File: src/sv/wsba_pkg.sv
// Shared types and constants for the weighted spectrum beam accumulator.
// Used by wsba_ctrl, wsba_datapath and the top level.
package wsba_pkg;

    localparam int BINS_DEF = 64;

    localparam int SAMPLE_W = 16;
    localparam int ACC_W    = 48;
    localparam int PROD_W   = 2 * SAMPLE_W;
    localparam int BIN_W    = 6;
    localparam int SCAN_W   = 16;
    localparam int SEC_W    = 31;
    localparam int NS_W     = 30;
    localparam int OFFS_W   = 32;
    localparam int FFTS_W   = 11;
    localparam int WNS_W    = 30;
    localparam int NBIN_W   = 7;
    localparam int CFG_IDX_W  = 2;
    localparam int CFG_DATA_W = 30;

    localparam logic [CFG_IDX_W-1:0] CFG_FFTS_PER_WINDOW = 2'd0;
    localparam logic [CFG_IDX_W-1:0] CFG_WINDOW_NS       = 2'd1;
    localparam logic [CFG_IDX_W-1:0] CFG_BINS_IN_USE     = 2'd2;

    localparam logic [FFTS_W-1:0] FFTS_RESET = 11'd1;
    localparam logic [FFTS_W-1:0] FFTS_MAX   = 11'd1024;
    localparam logic [FFTS_W-1:0] FFT_CNT_MAX = 11'd2047;
    localparam logic [WNS_W-1:0]  WNS_RESET  = 30'd1000000;
    localparam logic [WNS_W-1:0]  WNS_MAX    = 30'd999999999;
    localparam logic [NBIN_W-1:0] NBIN_RESET = 7'd64;

    localparam logic [NS_W:0] NS_PER_SEC   = 31'd1000000000;
    localparam logic [NS_W:0] NS_PER_2SEC  = 31'd2000000000;

    typedef struct packed {
        logic load;       // capture input transaction, read its bin
        logic mul;        // register weighted products
        logic acc;        // saturating add, write back, close check
        logic emit_rd;    // read bin at emission counter
        logic emit_next;  // advance emission counter
        logic emit_done;  // window delivered: clear store, rewind counter
    } wsba_cmd_t;

    typedef struct packed {
        logic close;      // current item closes the window
        logic emit_last;  // emission counter at final bin
    } wsba_stat_t;

endpackage

File: src/sv/wsba_ctrl.sv
// Controller FSM for the beam accumulator: sequences accumulate and emission.
// Depends on wsba_pkg for the command and status structs.
module wsba_ctrl (
    input  logic                 aclk,
    input  logic                 aresetn,
    input  logic                 s_valid,
    output logic                 s_ready,
    output logic                 m_valid,
    input  logic                 m_ready,
    input  wsba_pkg::wsba_stat_t stat,
    output wsba_pkg::wsba_cmd_t  cmd
);

    typedef enum logic [2:0] {
        ST_IDLE,
        ST_MUL,
        ST_ACC,
        ST_RD,
        ST_OUT
    } state_t;

    state_t state_reg, state_next;
    logic   s_ready_reg, s_ready_next;
    logic   m_valid_reg, m_valid_next;

    always_comb begin
        state_next   = state_reg;
        s_ready_next = s_ready_reg;
        m_valid_next = m_valid_reg;
        cmd          = '0;
        case (state_reg)
            ST_IDLE: begin
                if (s_valid && s_ready_reg) begin
                    cmd.load     = 1'b1;
                    s_ready_next = 1'b0;
                    state_next   = ST_MUL;
                end
            end
            ST_MUL: begin
                cmd.mul    = 1'b1;
                state_next = ST_ACC;
            end
            ST_ACC: begin
                cmd.acc = 1'b1;
                if (stat.close) begin
                    state_next = ST_RD;
                end else begin
                    s_ready_next = 1'b1;
                    state_next   = ST_IDLE;
                end
            end
            ST_RD: begin
                cmd.emit_rd  = 1'b1;
                m_valid_next = 1'b1;
                state_next   = ST_OUT;
            end
            ST_OUT: begin
                if (m_ready) begin
                    m_valid_next = 1'b0;
                    if (stat.emit_last) begin
                        cmd.emit_done = 1'b1;
                        s_ready_next  = 1'b1;
                        state_next    = ST_IDLE;
                    end else begin
                        cmd.emit_next = 1'b1;
                        state_next    = ST_RD;
                    end
                end
            end
            default: begin
                state_next   = ST_IDLE;
                s_ready_next = 1'b1;
                m_valid_next = 1'b0;
            end
        endcase
    end

    always_ff @(posedge aclk) begin
        if (!aresetn) begin
            state_reg   <= ST_IDLE;
            s_ready_reg <= 1'b1;
            m_valid_reg <= 1'b0;
        end else begin
            state_reg   <= state_next;
            s_ready_reg <= s_ready_next;
            m_valid_reg <= m_valid_next;
        end
    end

    assign s_ready = s_ready_reg;
    assign m_valid = m_valid_reg;

endmodule

File: config.mk
export PLATFORM = sky130hd
export DESIGN_NAME = wsba_ctrl
export DESIGN_NICKNAME = d
export VERILOG_FILES = /design/src/sv/wsba_pkg.sv /design/src/sv/wsba_ctrl.sv
export SDC_FILE = /design/constraint.sdc
export NUM_CORES = 1
export LEC_CHECK = 0
export BUFFER_PORTS_ARGS = -buffer_cell sky130_fd_sc_hd__buf_4
export CAP_MARGIN = 25
export CORE_AREA = 2 2 39 41
export CTS_CLUSTER_DIAMETER = 120
export CTS_CLUSTER_SIZE = 25
export DETAILED_ROUTE_END_ITERATION = 8
export DIE_AREA = 0 0 41 43
export PLACE_DENSITY = 0.55
export SLEW_MARGIN = 0
export SYNTH_ARGS = -nofsm -noshare
export SYNTH_HDL_FRONTEND = slang
export SYNTH_SLANG_ARGS = --single-unit
File: constraint.sdc
create_clock -name aclk -period 2.1 [get_ports aclk]
set_input_delay 0.525 -clock aclk [delete_from_list [all_inputs] [get_ports aclk]]
set_output_delay 0.525 -clock aclk [all_outputs]
set_load 0.05 [all_outputs]
==> impl_metrics.yaml <==
synthesis:
  ys.flop_type: "dfxtp_1"
  synth_nets: 43
  synth_common_cells: "5 x dfxtp_1, 3 x nand2_1, 3 x nor3b_1"
  synthDistinctLibCells: 25
  synth.ff_latch_count: 5
  synth_top_area_cell: "dfxtp_1"
  yosysMostFrequentCell: "dfxtp_1"
  synth-compound-area-share_pct: 25.7
  synth_mux_area_share_pct: 0
  syn_avg_cell_area_um2: 8.83
  synth_warnings: 0
  ys_async_sr_fraction_pct: 0
  netlist_instances: 37
  yosysTopAreaCellShare_pct: 30.7
  yosys.area_share.adder_pct: 0
  synth_top_family_by_area: "simple AND/OR/NAND/NOR gates"
  synth-edff-count: 0
  synthSimpleGateAreaFrac_pct: 33.7
  synth_seq_area_share_pct: 30.7
  synth_area_um2: 327
  synthXorXnorAreaFrac_pct: 0
  synthTopCellsByArea: "dfxtp_1 31%, nor3b_1 6.9%, nor3_4 5.0%, nor2b_1 3.8%, a2111o_1 3.4%"
clocking:
  cts_hold_buf: 0
  clk_pin_slew_ns: 0.04
  post_cts_buffers: 0
  cts-buffers-inserted: 3
  cts_resized: 0
  cts_sinks: 5
  cts_tree: "yes"
  ctsRootBufferMaster: "clkbuf_4"
  cts_buffer_depth: 2
  worst_skew_pair.late_latency_ns: 0.24
  htreeDepth: 1
setup_path:
  end_kind: "output pin"
  worstSetupPathType: "flop to output pin"
  critical_path.max_fanout: 5
  worstSetupStartpointType: "flop"
  rr_worst_depth: 4
  crit_start: "state_reg[2]$_SDFFE_PN0P_"
  required_ns: 1.57
  r2r_start: "state_reg[1]$_SDFFE_PN0P_"
  cp.arrival_ns: 1.42
sta:
  max-slew-margin-rel_pct: 81.9
  min_period_ns: 1.95
  max_freq_ghz: 0.513
  tightest_slew_ns: 0.269
  rsz0062_at_grt: "no"
  finalCritPeriodShare_pct: 92.8
  hold-worst-slack_ns: 0.502
  hold_viol_final: 0
  final.setup.tns_ns: 0
  setup_viol: 0
  skew_ns: 0.00342
  slew_viol_final: 0
detailed_routing:
  drtIter0Drc: 2
  finalWirelength_um: 780
  detail-route-antenna-nets: 0
  dr.pass1.iters: 2
  routedWlPerCell_um: 11.5
  vias: 310
  drc_errors: 0
  vias_per_cell: 4.56
global_route:
  grt_first_pass_wirelength_mm: 1.35
  grt_pass1_vias: 286
  overflow: 0
  antenna_found_initial: 0
  grt_max_degree: 13
  grtUsageTotal_pct: 12.1
power:
  p_leak_nw: 0.229
  pwr_density_cell_mw_per_mm2: 739
  irDropWorstVdd_uv: 384
die:
  placementRows: 14
  core_area_mm2: 0.00138
  pin_count: 14
  die_h_um: 43
  dieArea_mm2: 0.00176
  die_w_um: 41
  initial_core_util_pct: 23.6
finish:
  fillCellCount: 147
  nets: 59
  antenna_cells: 0
  final_cells: 68
  post-route-util_pct: 34.3
  drive_gt1_share_pct: 46.2
  layout-area-overhead-vs-synth_pct: 45.2
  largest_reg_flops: 3
run:
  cap_violations: 0
status:
  status: "complete, no violations"
place:
  gp_congestion: 0.691
  dp_cells: 64
  port_buffers: 13
worst_hold_path:
  hold_class: "input pin to flop"
  hold_depth: 2
  min_from: "aresetn"
layer usage:
metal	vias up	track usage, %	wire length, µm
met5	-	0	0
met1	135	17.4	390
li1	164	-	-
met2	11	14.1	333
met4	0	2.00	0
met3	0	9.42	56
through the flow:
stage               cell area [µm²]  setup slack [ns]  power, mW
finish                          474             0.150      0.351
floorplan                       343           -0.0980      0.206
CTS                             473            0.0768      0.354
global route                    474            0.0770      0.379
detailed placement              447             0.339      0.240
global placement                447             0.367      0.240
area by class of cell:
cell class | instances | area (µm²) | share of cell area (%)
Clock buffer | 4 | 26.3 | 5.54
Sequential cell | 5 | 101 | 21.4
Tap cell | 16 | 20.0 | 4.22
Inverter | 1 | 3.75 | 0.792
Timing Repair Buffer | 15 | 113 | 23.7
Multi-Input combinational cell | 27 | 210 | 44.3
cells in the final DEF, fill, tap and decap left out, types with 2 or more instances in the layout:
| master | instances |
|---|---|
| nor2_1 | 2 |
| nor2b_1 | 2 |
| a21oi_1 | 2 |
| buf_4 | 15 |
| dfxtp_1 | 4 |
| clkbuf_4 | 3 |
| nand2_1 | 3 |
| nor3b_2 | 2 |
path summary, 6_finish.rpt:
path | slack, ns | end
max reg2reg | 0.90 | state_reg[1]$_SDFFE_PN0P_
min | 0.50 | s_ready$_SDFFE_PN1P_
max | 0.15 | cmd[1]
min reg2reg | 0.51 | m_valid$_SDFFE_PN0P_
logic make-up after synthesis:
family / count (synthesis)
flops: 5
compound gates: 11
simple gates: 16
buf+inv: 5
power by group:
| part | switching (mW) | internal [mW] |
|---|---|---|
| combinational | 0.0726 | 0.0474 |
| sequential | 0.0145 | 0.105 |
| clock | 0.0396 | 0.0719 |
worst max-delay path, cell delays in order (launching register included):
cell	delay, ns
dfxtp_1	0.40
or3b_4	0.43
nor3_4	0.13
buf_4	0.22
(Power assumes the default switching activity.)
